$ cat src/rtl/core/btp_pkg.sv
package btp_pkg;

    localparam int ADDRESS_BITS       = 32;
    localparam int PORT_BITS          = 8;
    localparam int PLEN_W             = 6;
    localparam int DEPTH_W            = $clog2(ADDRESS_BITS + 1);
    localparam int NODE_COUNT_DEFAULT = 4096;

    localparam logic [1:0] ST_OK       = 2'd0;
    localparam logic [1:0] ST_CONFLICT = 2'd1;
    localparam logic [1:0] ST_FULL     = 2'd2;

    typedef struct packed {
        logic                    operation;
        logic [ADDRESS_BITS-1:0] address;
        logic [PLEN_W-1:0]       prefix_length;
        logic [PORT_BITS-1:0]    port_in;
    } btp_req_t;

    typedef struct packed {
        logic                 found;
        logic [PORT_BITS-1:0] port_out;
        logic [1:0]           status;
    } btp_rsp_t;

    typedef enum logic [1:0] {
        S_IDLE,
        S_WALK,
        S_DONE
    } btp_state_t;

endpackage

$ cat src/rtl/core/btp_walker.sv
module btp_walker #(
    parameter int NODE_COUNT = btp_pkg::NODE_COUNT_DEFAULT,
    parameter int IDX_W      = $clog2(NODE_COUNT),
    parameter int ENTRY_W    = 2 * IDX_W + 1 + btp_pkg::PORT_BITS
) (
    input  logic               clk,
    input  logic               rst_n,
    input  logic               req_valid,
    output logic               req_stall,
    input  btp_pkg::btp_req_t  req,
    output logic               res_valid,
    input  logic               res_take,
    output btp_pkg::btp_rsp_t  res,
    output logic               mem_rd_en,
    output logic [IDX_W-1:0]   mem_rd_addr,
    input  logic [ENTRY_W-1:0] mem_rd_data,
    output logic               mem_wr_en,
    output logic [IDX_W-1:0]   mem_wr_addr,
    output logic [ENTRY_W-1:0] mem_wr_data
);

    localparam int USED_W = $clog2(NODE_COUNT + 1);
    localparam int AB     = btp_pkg::ADDRESS_BITS;
    localparam int PB     = btp_pkg::PORT_BITS;
    localparam int DW     = btp_pkg::DEPTH_W;
    localparam int LW     = btp_pkg::PLEN_W;

    btp_pkg::btp_state_t state_reg, state_next;

    logic              op_reg, op_next;
    logic [AB-1:0]     addr_reg, addr_next;
    logic [DW-1:0]     len_reg, len_next;
    logic [PB-1:0]     port_reg, port_next;
    logic [DW-1:0]     depth_reg, depth_next;
    logic [IDX_W-1:0]  node_reg, node_next;
    logic              fresh_reg, fresh_next;
    logic              hit_reg, hit_next;
    logic [PB-1:0]     hit_port_reg, hit_port_next;
    logic [1:0]        status_reg, status_next;
    logic [IDX_W-1:0]  root_left_reg, root_left_next;
    logic [IDX_W-1:0]  root_right_reg, root_right_next;
    logic [USED_W-1:0] used_reg, used_next;

    logic              node_is_root;
    logic [IDX_W-1:0]  cur_left, cur_right, child, new_node;
    logic              cur_valid, dir, store_full;
    logic [PB-1:0]     cur_port;
    logic              look_hit;
    logic [PB-1:0]     look_port;
    logic [DW-1:0]     plen_clamped;

    assign node_is_root = (node_reg == '0);
    assign new_node     = used_reg[IDX_W-1:0];
    assign store_full   = (used_reg == USED_W'(NODE_COUNT));
    assign dir          = addr_reg[AB-1];

    // root lives in registers so it reads as empty straight after reset;
    // a freshly allocated node is known to be all zero and is not read
    always_comb
    begin
        if (node_is_root)
        begin
            cur_left  = root_left_reg;
            cur_right = root_right_reg;
            cur_valid = 1'b0;
            cur_port  = '0;
        end
        else if (fresh_reg)
        begin
            cur_left  = '0;
            cur_right = '0;
            cur_valid = 1'b0;
            cur_port  = '0;
        end
        else
        begin
            cur_left  = mem_rd_data[ENTRY_W-1 -: IDX_W];
            cur_right = mem_rd_data[ENTRY_W-IDX_W-1 -: IDX_W];
            cur_valid = mem_rd_data[PB];
            cur_port  = mem_rd_data[PB-1:0];
        end
    end

    assign child     = dir ? cur_right : cur_left;
    assign look_hit  = hit_reg | cur_valid;
    assign look_port = cur_valid ? cur_port : hit_port_reg;

    always_comb
    begin
        if (req.prefix_length == '0)
        begin
            plen_clamped = DW'(1);
        end
        else if (req.prefix_length > LW'(AB))
        begin
            plen_clamped = DW'(AB);
        end
        else
        begin
            plen_clamped = DW'(req.prefix_length);
        end
    end

    always_ff @(posedge clk or negedge rst_n)
    begin
        if (!rst_n)
        begin
            state_reg      <= btp_pkg::S_IDLE;
            root_left_reg  <= '0;
            root_right_reg <= '0;
            used_reg       <= USED_W'(1);
        end
        else
        begin
            state_reg      <= state_next;
            root_left_reg  <= root_left_next;
            root_right_reg <= root_right_next;
            used_reg       <= used_next;
        end
    end

    always_ff @(posedge clk)
    begin
        op_reg       <= op_next;
        addr_reg     <= addr_next;
        len_reg      <= len_next;
        port_reg     <= port_next;
        depth_reg    <= depth_next;
        node_reg     <= node_next;
        fresh_reg    <= fresh_next;
        hit_reg      <= hit_next;
        hit_port_reg <= hit_port_next;
        status_reg   <= status_next;
    end

    always_comb
    begin
        state_next      = state_reg;
        op_next         = op_reg;
        addr_next       = addr_reg;
        len_next        = len_reg;
        port_next       = port_reg;
        depth_next      = depth_reg;
        node_next       = node_reg;
        fresh_next      = fresh_reg;
        hit_next        = hit_reg;
        hit_port_next   = hit_port_reg;
        status_next     = status_reg;
        root_left_next  = root_left_reg;
        root_right_next = root_right_reg;
        used_next       = used_reg;
        mem_rd_en       = 1'b0;
        mem_rd_addr     = child;
        mem_wr_en       = 1'b0;
        mem_wr_addr     = node_reg;
        mem_wr_data     = '0;
        req_stall       = 1'b1;
        res_valid       = 1'b0;

        case (state_reg)
            btp_pkg::S_IDLE:
            begin
                req_stall = 1'b0;
                if (req_valid)
                begin
                    op_next       = req.operation;
                    addr_next     = req.address;
                    len_next      = plen_clamped;
                    port_next     = req.port_in;
                    depth_next    = '0;
                    node_next     = '0;
                    fresh_next    = 1'b0;
                    hit_next      = 1'b0;
                    hit_port_next = '0;
                    status_next   = btp_pkg::ST_OK;
                    state_next    = btp_pkg::S_WALK;
                end
            end

            btp_pkg::S_WALK:
            begin
                if (!op_reg)
                begin
                    hit_next      = look_hit;
                    hit_port_next = look_port;
                    if (depth_reg == DW'(AB) || child == '0)
                    begin
                        status_next = btp_pkg::ST_OK;
                        state_next  = btp_pkg::S_DONE;
                    end
                    else
                    begin
                        mem_rd_en  = 1'b1;
                        node_next  = child;
                        depth_next = depth_reg + DW'(1);
                        addr_next  = addr_reg << 1;
                    end
                end
                else if (depth_reg == len_reg)
                begin
                    // target node is never the root here
                    if (!cur_valid)
                    begin
                        mem_wr_en   = 1'b1;
                        mem_wr_data = {cur_left, cur_right, 1'b1, port_reg};
                        status_next = btp_pkg::ST_OK;
                    end
                    else if (cur_port != port_reg)
                    begin
                        status_next = btp_pkg::ST_CONFLICT;
                    end
                    else
                    begin
                        status_next = btp_pkg::ST_OK;
                    end
                    state_next = btp_pkg::S_DONE;
                end
                else if (child != '0)
                begin
                    mem_rd_en  = 1'b1;
                    node_next  = child;
                    depth_next = depth_reg + DW'(1);
                    addr_next  = addr_reg << 1;
                end
                else if (store_full)
                begin
                    // a fresh node stays in the trie, so clear it now
                    mem_wr_en   = fresh_reg;
                    mem_wr_data = '0;
                    status_next = btp_pkg::ST_FULL;
                    state_next  = btp_pkg::S_DONE;
                end
                else
                begin
                    used_next = used_reg + USED_W'(1);
                    if (node_is_root)
                    begin
                        if (dir)
                        begin
                            root_right_next = new_node;
                        end
                        else
                        begin
                            root_left_next = new_node;
                        end
                    end
                    else
                    begin
                        mem_wr_en   = 1'b1;
                        mem_wr_data = {dir ? cur_left : new_node,
                                       dir ? new_node : cur_right,
                                       cur_valid, cur_port};
                    end
                    node_next  = new_node;
                    fresh_next = 1'b1;
                    depth_next = depth_reg + DW'(1);
                    addr_next  = addr_reg << 1;
                end
            end

            btp_pkg::S_DONE:
            begin
                res_valid = 1'b1;
                if (res_take)
                begin
                    state_next = btp_pkg::S_IDLE;
                end
            end

            default:
            begin
                state_next = btp_pkg::S_IDLE;
            end
        endcase
    end

    assign res.found    = op_reg ? 1'b0 : hit_reg;
    assign res.port_out = (op_reg || !hit_reg) ? '0 : hit_port_reg;
    assign res.status   = op_reg ? status_reg : btp_pkg::ST_OK;

endmodule

$ cat config.mk
export PLATFORM = sky130hd
export DESIGN_NAME = btp_walker
export DESIGN_NICKNAME = d
export VERILOG_FILES = /design/src/rtl/core/btp_pkg.sv /design/src/rtl/core/btp_walker.sv
export SDC_FILE = /design/constraint.sdc
export NUM_CORES = 1
export LEC_CHECK = 0
export BUFFER_PORTS_ARGS = -buffer_cell sky130_fd_sc_hd__buf_2
export CORE_MARGIN = 8
export CORE_UTILIZATION = 58
export CTS_CLUSTER_DIAMETER = 60
export DETAILED_ROUTE_END_ITERATION = 12
export HOLD_SLACK_MARGIN = 0.05
export PLACE_DENSITY = 0.92
export SLEW_MARGIN = 20
export SYNTH_ARGS = -nofsm -noshare
export SYNTH_HDL_FRONTEND = slang
export SYNTH_SLANG_ARGS = --single-unit
$ cat constraint.sdc
create_clock -name clk -period 17.6 [get_ports clk]
set_clock_uncertainty 0.15 [all_clocks]
set_input_delay 1.76 -clock clk [delete_from_list [all_inputs] [get_ports clk]]
set_output_delay 1.76 -clock clk [all_outputs]
set_load 0.05 [all_outputs]
==> metrics.txt, run 1 <==
status finished, final reports clean; P per Cell Area roughly 190 nW/um2; max reg flops 32; top post-synthesis cells by area edfxtp_1, dfrtp_1, nand2_1; final-report hold violation count 0; Clock Root Buffer clkbuf_8; Post-synth ARST share 0.336; Initial Utilization 0.590; Skew-Pair Late Insertion Delay ~0.52 ns; YS warnings 0; Reg clk slew, reported paths roughly 0.06 ns; drt first-iter violations between 500 and 600; # DRC 0; synth unique cells just under 60; Post-CTS Repair Setup Buffers 0; # hold bufs at CTS 0; Mapped Nets just over 700; largest net degree at the start of global routing 54; Post-DP HPWL approximately 14 mm; Mapped Area about 6300 um2; die footprint approximately 15000 um2; final wirelength around 20 mm; Max Used Layer met4; Die X between 100 and 150 um; Worst Hold Class reg2reg; Startpoint Class flop; final setup TNS 0 ns; vias in the first global route between 5000 and 6000; DRT met1 WL around 7.4 mm; first-pass GRT wire length approximately 30 mm; crit share post-route 0.356; RSZ-0062 raised after global routing false; total congestion overflow 0; fmax 0.160 GHz; clock buffer depth 2; initial antenna violation count 0; Max-Slew Margin vs Limit 0.260; Die H approximately 120 um; Worst Path Required around 16 ns; Peak VDD IR around 0.14 mV; Slew @ Worst Pin ~1.1 ns; Pleak roughly 3.7 nW; Post-Syn Instances 631; Slew Viols, Final 0; share of layout cells above drive strength 1 0.296; H-tree levels 4; EDFF count, synth 77; Nets 851; crit path DAT approximately 4.4 ns; most common flop cell mapped by yosys edfxtp_1; Max Cap Viol 0; CTS tree yes; Critical Path Sink Type primary output; n_diodes 0; via count between 5000 and 6000; CTS Buf Count 17; worst slack, placed between 10 and 15 ns; Setup violations, final 0; Synth top area share 0.365; cts repair resizes 0; Crit Path Class reg2out; drt wl/cell about 21 um; RePlAce Congestion roughly 0.98; fillers between 700 and 800; sequential share of the synthesized area 0.519; CTS sink cnt roughly 120; routed length on met3 between 2 and 2.5 mm; WL met2 between 9 and 10 mm; Layout area overhead 21.8%; Final Critical Period between 6 and 7 ns; crit-path max FO between 50 and 60; area leader, netlist edfxtp_1; vias per cell 6.19; Seq cells post-synth between 100 and 150; drt first pass iters 7; GRT Total Usage 0.268; Core ar. 10700 um2; setup ws final about 11 ns; row count 38; post-route ant nets 0; # IOs 156; average cell area after synthesis between 10 and 15 um2; Port Buffer Count approximately 160
## cell families (layout without fill, tap and decap cells)
group           after synthesis  count (layout)  synth area share
compound gates              134             134             0.153
xor+xnor                     25              25            0.0345
fa+ha+maj                     4               4           0.00789
buf+inv                      63             208            0.0436
flops                       116             116             0.519
mux                          13              13            0.0207
simple gates                276             276             0.221
## power breakdown
part	total, mW	switching (mW)	internal [mW]
registers	0.500	0.0641	0.436
logic	0.612	0.458	0.155
clock network	0.348	0.140	0.209
total	1.46	0.661	0.799
## cells in the mapped netlist, drive strengths merged, types with 10 or more instances
cell type,number
and3,12
clkbuf,31
nand3,13
nor2,26
nor3b,24
xor2,10
o21a,13
a21oi,33
and2,24
edfxtp,77
inv,15
buf,16
nor4,15
xnor2,15
a21o,26
mux2i,12
o21ai,34
nand2,131
dfrtp,38
## worst max-delay path: stages (launching register included)
cell and delay (ns):
dfrtp_1 0.41, nand2b_1 0.17, buf_4 0.29, inv_2 0.70, nand2_2 0.25, a211o_4 0.42, nor3_2 0.63, nor2_2 0.31
o21ai_0 0.30, buf_2 0.31
## cells in the final DEF, fill, tap and decap left out, types with 13 or more instances in the layout
| master | instances |
|---|---|
| buf_2 | 155 |
| nand2_1 | 129 |
| edfxtp_1 | 77 |
| dfrtp_1 | 38 |
| a21oi_1 | 32 |
| a21o_1 | 26 |
| nor3b_1 | 24 |
| and2_1 | 24 |
| nor2_1 | 22 |
| o21ai_2 | 20 |
| clkbuf_16 | 16 |
| xnor2_1 | 15 |
| nor4_1 | 14 |
| inv_1 | 14 |
| o21ai_0 | 14 |
| nand3_1 | 13 |
| o21a_1 | 13 |
## per-layer routing
metal	GRT usage	up-vias
li1	-	2508
met1	0.316	2702
met2	0.427	380
met3	0.0853	77
met4	0.150	0
met5	0	-
## final cells by class
class / count / area [um2] / share of cell area
sequential: 116 / 3290 / 0.426
inverter: 16 / 60.1 / 0.00777
clock inverter: 15 / 185 / 0.0240
timing repair buffer: 160 / 813 / 0.105
multi-input combinational: 452 / 2790 / 0.361
tap: 140 / 175 / 0.0227
clock buffer: 17 / 414 / 0.0536
## metrics by stage
step / util / power [mW] / hold slack (ns) / cell area [um2] / cells
4_1_cts: 0.719 / 1.46 / 0.346 / 7730 / 916
5_1_grt: 0.719 / 1.53 / 0.356 / 7730 / 916
2_1_floorplan: - / 0.950 / 0.288 / 6340 / 631
3_5_place_dp: 0.663 / 1.10 / 0.309 / 7130 / 884
6_report: 0.719 / 1.46 / 0.349 / 7730 / 916
3_3_place_gp: 0.663 / 1.08 / 0.303 / 7130 / 884
## final timing paths
check,from,endpoint,slack [ns],cells past startpoint
min reg2reg,root_right_reg[0],root_right_reg[0],0.35,1
min,root_right_reg[0],root_right_reg[0],0.35,1
max in group asynchronous,rst_n,used_reg[2],15.53,1
max,state_reg[1],mem_wr_data[32],11.34,9
min in group asynchronous,rst_n,root_right_reg[11],1.21,1
max reg2reg,state_reg[1],used_reg[12],13.84,8
No activity file was read; power rests on OpenSTA's default activity.
==> run 2: changes to the inputs <==
--- a/config.mk
+++ b/config.mk
@@ -5,13 +5,14 @@
 export SDC_FILE = /design/constraint.sdc
 export NUM_CORES = 1
 export LEC_CHECK = 0
+export ABC_AREA = 1
 export BUFFER_PORTS_ARGS = -buffer_cell sky130_fd_sc_hd__buf_2
 export CORE_MARGIN = 8
-export CORE_UTILIZATION = 58
+export CORE_UTILIZATION = 50
 export CTS_CLUSTER_DIAMETER = 60
 export DETAILED_ROUTE_END_ITERATION = 12
 export HOLD_SLACK_MARGIN = 0.05
-export PLACE_DENSITY = 0.92
+export PLACE_DENSITY = 0.83
 export SLEW_MARGIN = 20
 export SYNTH_ARGS = -nofsm -noshare
 export SYNTH_HDL_FRONTEND = slang
==> constraint.sdc (replaced) <==
create_clock -name clk -period 5.45 [get_ports clk]
set_clock_uncertainty 0.15 [all_clocks]
set_input_delay 0.545 -clock clk [delete_from_list [all_inputs] [get_ports clk]]
set_output_delay 0.545 -clock clk [all_outputs]
set_load 0.05 [all_outputs]
==> run 2 against run 1 <==
Net effect: total power rose to 3.2 times the previous value; worst setup slack got worse by 11 ns; synthesized cell count rose by 49%; critical path depth rose by 5.
==> metrics.txt, run 2 <==
Max-Slew Margin vs Limit 0.287; Clock Root Buffer clkbuf_16; CP Launch Point mem_wr_addr[3]; Post-Syn Instances 941; RePlAce Congestion about 0.93; row count between 40 and 50; final setup TNS 0 ns; most frequent cells in the layout nand2_1, buf_2, nand3_1, inv_1, nor2_1; CTS sink cnt between 100 and 150; sequential share of the synthesized area 0.460; Mapped Area between 7000 and 8000 um2; Port Buffer Count ~160; vias in the first global route 6586; # IOs about 160; Die X 136 um; fmax ~0.21 GHz; RSZ-0062 raised after global routing false; internal power roughly 2.6 mW; max reg flops 32; drt wl/cell between 15 and 20 um; Register Area 3290 um2; GRT Total Usage 0.222; average cell area after synthesis roughly 7.6 um2; Die H 136 um; drt first pass iters 5; CTS Buf Count 17; crit path DAT about 4 ns; first-pass GRT wire length 32.6 mm; cts repair resizes 0; Worst Path Required about 4.8 ns; Final Util 0.614; flop2flop setup slack around 1.6 ns; share of layout cells above drive strength 1 0.216; power share of the clock group 0.250; status finished, final reports clean; largest net degree at the start of global routing approximately 60; vias per cell 5.50; top post-synthesis cells by area edfxtp_1, nand2_1, dfrtp_1; reg2reg end fresh_reg; top-count cell post-synth nand2_1; via count slightly below 7000; CTS tree yes; placed insts 1229; Sw Ratio 0.439; Setup violations, final 0; final wirelength 20.3 mm; Seq pwr share 0.327; Final Critical Period 4.70 ns; Initial Utilization 0.513; synth unique cells 39; total congestion overflow 0; EDFF count, synth slightly below 80; crit share post-route 0.862; Seq cells post-synth around 120; fillers 1200; Layout area overhead 19.7%; post-route ant nets 0; RR Startpoint mem_wr_addr[3]; Pleak 4.28 nW; Peak VDD IR ~0.38 mV; H-tree levels 4; Psw slightly above 2 mW; Post-synth ARST share 0.336; # hold bufs at CTS 0; Startpoint Class flop; YS warnings 0; Max Cap Viol 0; initial antenna violation count 0; P per Cell Area 540 nW/um2; most common cell after layout, fill and taps aside nand2_1; Slew @ Worst Pin ~1.1 ns; multi-input logic area 3170 um2; drt first-iter violations 730; crit-path max FO 45; final-report hold violation count 0; area leader, netlist edfxtp_1; Layout Cells excl Fill 1261; Comb pwr share 0.423; Critical Path Sink Type primary output; die footprint between 15000 and 20000 um2; Crit Path Class reg2out; Nets between 1000 and 1500; clock buffer depth 2; Post-CTS Repair Setup Buffers 0; synth cell count leaders nand2_1, nand3_1, inv_1, nor2_1, edfxtp_1; Post-DP HPWL approximately 15 mm; termination of the worst setup path mem_wr_data[26]; most common flop cell mapped by yosys edfxtp_1; Synth top area share 0.323; Mapped Nets 1029; n_diodes 0; Reg clk slew, reported paths about 0.050 ns; # DRC 0; cells on worst reg2reg path 14; Worst Hold Class in2async; Slew Viols, Final 0; Core ar. 13900 um2; Skew-Pair Late Insertion Delay 0.42 ns
[run 2: cell count changes after synthesis, moves of 12 or more]
cell	previous run	this run
a21o_1	26	0
a21oi_1	32	66
and2_1	24	1
and3_1	12	0
inv_1	14	107
mux2i_1	12	0
nand2_1	129	272
nand3_1	13	125
nor2_1	22	93
nor3b_1	24	0
o21a_1	13	0
o21ai_2	20	1
[run 2: cell families (layout without fill, tap and decap cells)]
group,count (synthesis),in the layout,synth area share
AND/OR/NAND/NOR,536,536,0.331
buffers and inverters,167,307,0.0978
flip-flops,116,116,0.460
AO/OA/AOI/OAI,93,93,0.0735
XOR/XNOR,25,25,0.0306
adder cells (fa/ha/maj),4,4,0.00700
[run 2: critical path, cell delays in order (launching register included)]
cell      delay, ns
edfxtp_1       0.38
nor2_1         0.14
nand2_2        0.11
nor2_8         0.35
nand2_4        0.29
nand2_1        0.23
nand3_1        0.10
nand2_1        0.21
nand2_1        0.09
nor2_2         0.19
nand3_4        0.16
nor2_8         0.59
nand3_1        0.16
a21oi_1        0.23
buf_2          0.34
[run 2: metal layers]
layer / vias to the layer above / track usage / part of all wire
met5: - / 0 / 0
met4: 0 / 0.102 / 0.031
met3: 59 / 0.0657 / 0.12
met2: 447 / 0.339 / 0.46
met1: 3125 / 0.283 / 0.39
li1: 3309 / - / -
[run 2: worst min-delay path by stage]
stage | startpoint | to | cells past startpoint
after floorplan | rst_n | root_left_reg[0] | 0
after global placement | root_right_reg[5] | root_right_reg[5] | 2
after detailed placement | root_right_reg[4] | root_right_reg[4] | 2
after CTS | rst_n | root_right_reg[10] | 1
after global routing | req[7] | port_reg[7] | 1
final | rst_n | root_right_reg[10] | 1
[run 2: power groups by stage]
stage	clock network [mW]	registers [mW]	logic, mW
after floorplan	0	1.63	1.34
after global placement	0	1.52	1.92
after detailed placement	0	1.52	1.94
after CTS	1.17	1.51	1.95
after global routing	1.21	1.54	2.14
final	1.16	1.51	1.95
[run 2: layout make-up]
cell class,count,area share
Clock inverter,10,0.0184
Tap cell,180,0.0263
Multi-Input combinational cell,658,0.371
Timing Repair Buffer,164,0.0985
Clock buffer,22,0.0530
Sequential cell,116,0.384
Inverter,111,0.0488
[run 2: metrics by stage]
stage                     hold WS, ns  instance area, um2  worst slack [ns]  total power, mW
after floorplan                0.0994                7150              1.41             2.97
after global placement          0.297                7950              1.33             3.44
after detailed placement        0.302                7950              1.28             3.46
after CTS                       0.131                8560             0.825             4.63
after global routing            0.137                8560             0.466             4.89
final                           0.120                8560             0.750             4.62
==> run 3: changes to the inputs <==
--- a/config.mk
+++ b/config.mk
@@ -11,6 +11,7 @@
 export CORE_UTILIZATION = 50
 export CTS_CLUSTER_DIAMETER = 60
 export DETAILED_ROUTE_END_ITERATION = 12
+export GPL_TIMING_DRIVEN = 0
 export HOLD_SLACK_MARGIN = 0.05
 export PLACE_DENSITY = 0.83
 export SLEW_MARGIN = 20
==> run 3 against run 2 <==
Net effect: non-clock buffer count grew 47; cell area increased by 2.7%; via count is 3.0% higher; largest cell class unchanged; die area unchanged; fmax rose by 8.4%; highest routed layer unchanged; critical path type unchanged; cell count increased by 3.7%; largest power group unchanged.
==> metrics.txt, run 3 (synthesis results as in run 2) <==
post-route ant nets 0; Max Cap Viol 0; RePlAce Congestion about 1; Layout area overhead 23.0%; first-pass GRT wire length about 35 mm; drt first pass iters 7; # DRC 0; # hold bufs at CTS 0; # IOs roughly 160; Comb pwr share 0.436; power share of the clock group 0.251; via count 7150; CTS tree yes; Slew Viols, Final 0; multi-input logic area approximately 3200 um2; fillers approximately 1200; CTS Buf Count 17; Die X 136 um; vias per cell approximately 5.5; cts repair resizes 0; Initial Utilization 0.513; row count 43; Worst Path Required 4.76 ns; initial antenna violation count 0; Core ar. between 10000 and 15000 um2; Max-Slew Margin vs Limit 0.335; Critical Path Sink Type primary output; max reg flops 32; crit-path max FO 10; Final Critical Period 4.34 ns; Reg clk slew, reported paths ~0.060 ns; Setup violations, final 0; Post-CTS Repair Setup Buffers 0; most common cell after layout, fill and taps aside nand2_1; Register Area around 3300 um2; Crit Path Class reg2out; Die H 136 um; Psw 2.14 mW; Nets roughly 1200; placed insts 1276; Pleak about 4.4 nW; clock buffer depth 2; Post-DP HPWL approximately 16 mm; final-report hold violation count 0; final wirelength roughly 22 mm; Slew @ Worst Pin 0.989 ns; Worst Hold Class in2async; H-tree levels 4; total congestion overflow 0; GRT Total Usage 0.242; drt first-iter violations approximately 960; P per Cell Area approximately 540 nW/um2; crit path DAT roughly 3.6 ns; RSZ-0062 raised after global routing false; die footprint 18400 um2; n_diodes 0; internal power roughly 2.6 mW; Peak VDD IR 0.422 mV; crit share post-route 0.795; fmax around 0.23 GHz; Sw Ratio 0.451; Layout Cells excl Fill approximately 1300; Seq pwr share 0.314; Clock Root Buffer clkbuf_16; vias in the first global route a little under 7000; status finished, final reports clean; final setup TNS 0 ns; Startpoint Class flop; most frequent cells in the layout nand2_1, buf_2, nand3_1, inv_1, nor2_1; Port Buffer Count roughly 160; largest net degree at the start of global routing roughly 50; CTS sink cnt between 100 and 150; share of layout cells above drive strength 1 0.215; Skew-Pair Late Insertion Delay between 0.4 and 0.5 ns; drt wl/cell 17.1 um
-- run 3: cell count changes in the layout (fill, tap and decap cells not counted), sizes merged --
| cell | previous run | this run |
|---|---|---|
| clkbuf | 22 | 52 |
| inv | 108 | 111 |
| buf | 164 | 176 |
| clkinvlp | 0 | 2 |
-- run 3: per-stage QoR --
stage | area [um2] | power, mW | setup WS (ns) | hold slack (ns) | util
after detailed placement | 8170 | 3.53 | 1.62 | 0.302 | 0.586
after CTS | 8800 | 4.74 | 1.23 | 0.133 | 0.631
after global routing | 8800 | 5.01 | 0.902 | 0.147 | 0.631
final | 8800 | 4.75 | 1.11 | 0.105 | 0.631
after global placement | 8150 | 3.50 | 0.578 | 0.298 | 0.585
after floorplan | 7150 | 2.97 | 1.41 | 0.0994 | -
-- run 3: power by group through the flow --
| stage | sequential, mW | clock, mW | combinational, mW |
|---|---|---|---|
| floorplan | 1.63 | 0 | 1.34 |
| global placement | 1.50 | 0 | 2.00 |
| detailed placement | 1.50 | 0 | 2.04 |
| CTS | 1.49 | 1.19 | 2.06 |
| global route | 1.52 | 1.23 | 2.26 |
| finish | 1.49 | 1.19 | 2.07 |
-- run 3: per-layer routing --
layer	vias up	global-route usage	share of wire
met1	3250	0.314	0.41
li1	3407	-	-
met3	71	0.0668	0.11
met2	422	0.361	0.44
met4	0	0.131	0.040
met5	-	0	0
-- run 3: worst paths after layout --
kind | start | end | slack, ns | cells after the start
setup reg to reg | mem_wr_addr[9] | mem_wr_addr[6] | 1.88 | 13
min in group clk | req[3] | port_reg[3] | 0.15 | 1
setup / recovery | mem_wr_addr[9] | mem_wr_data[32] | 1.11 | 14
max in group asynchronous | rst_n | used_reg[1] | 4.48 | 1
hold / removal | rst_n | root_right_reg[3] | 0.11 | 1
hold reg to reg | root_right_reg[7] | root_right_reg[7] | 0.31 | 2
-- run 3: area by class of cell --
class / instances / share of cell area
plain buffers: 56 / 0.0320
clock buffers: 17 / 0.0484
clock inverters: 15 / 0.0233
inverters: 111 / 0.0475
multi-input cells: 658 / 0.361
flip-flops and latches: 116 / 0.374
well taps: 180 / 0.0256
repair buffers: 155 / 0.0882
-- run 3: critical path, stage by stage, from the launching register on --
cell      delay (ns)
edfxtp_1        0.38
nor2_1          0.15
and2_1          0.13
buf_2           0.24
nand2_4         0.09
buf_4           0.18
inv_1           0.08
nor2_1          0.13
nand2_1         0.15
inv_1           0.08
nor2_1          0.40
clkbuf_1        0.53
nand2_1         0.12
a21oi_1         0.25
buf_2           0.31
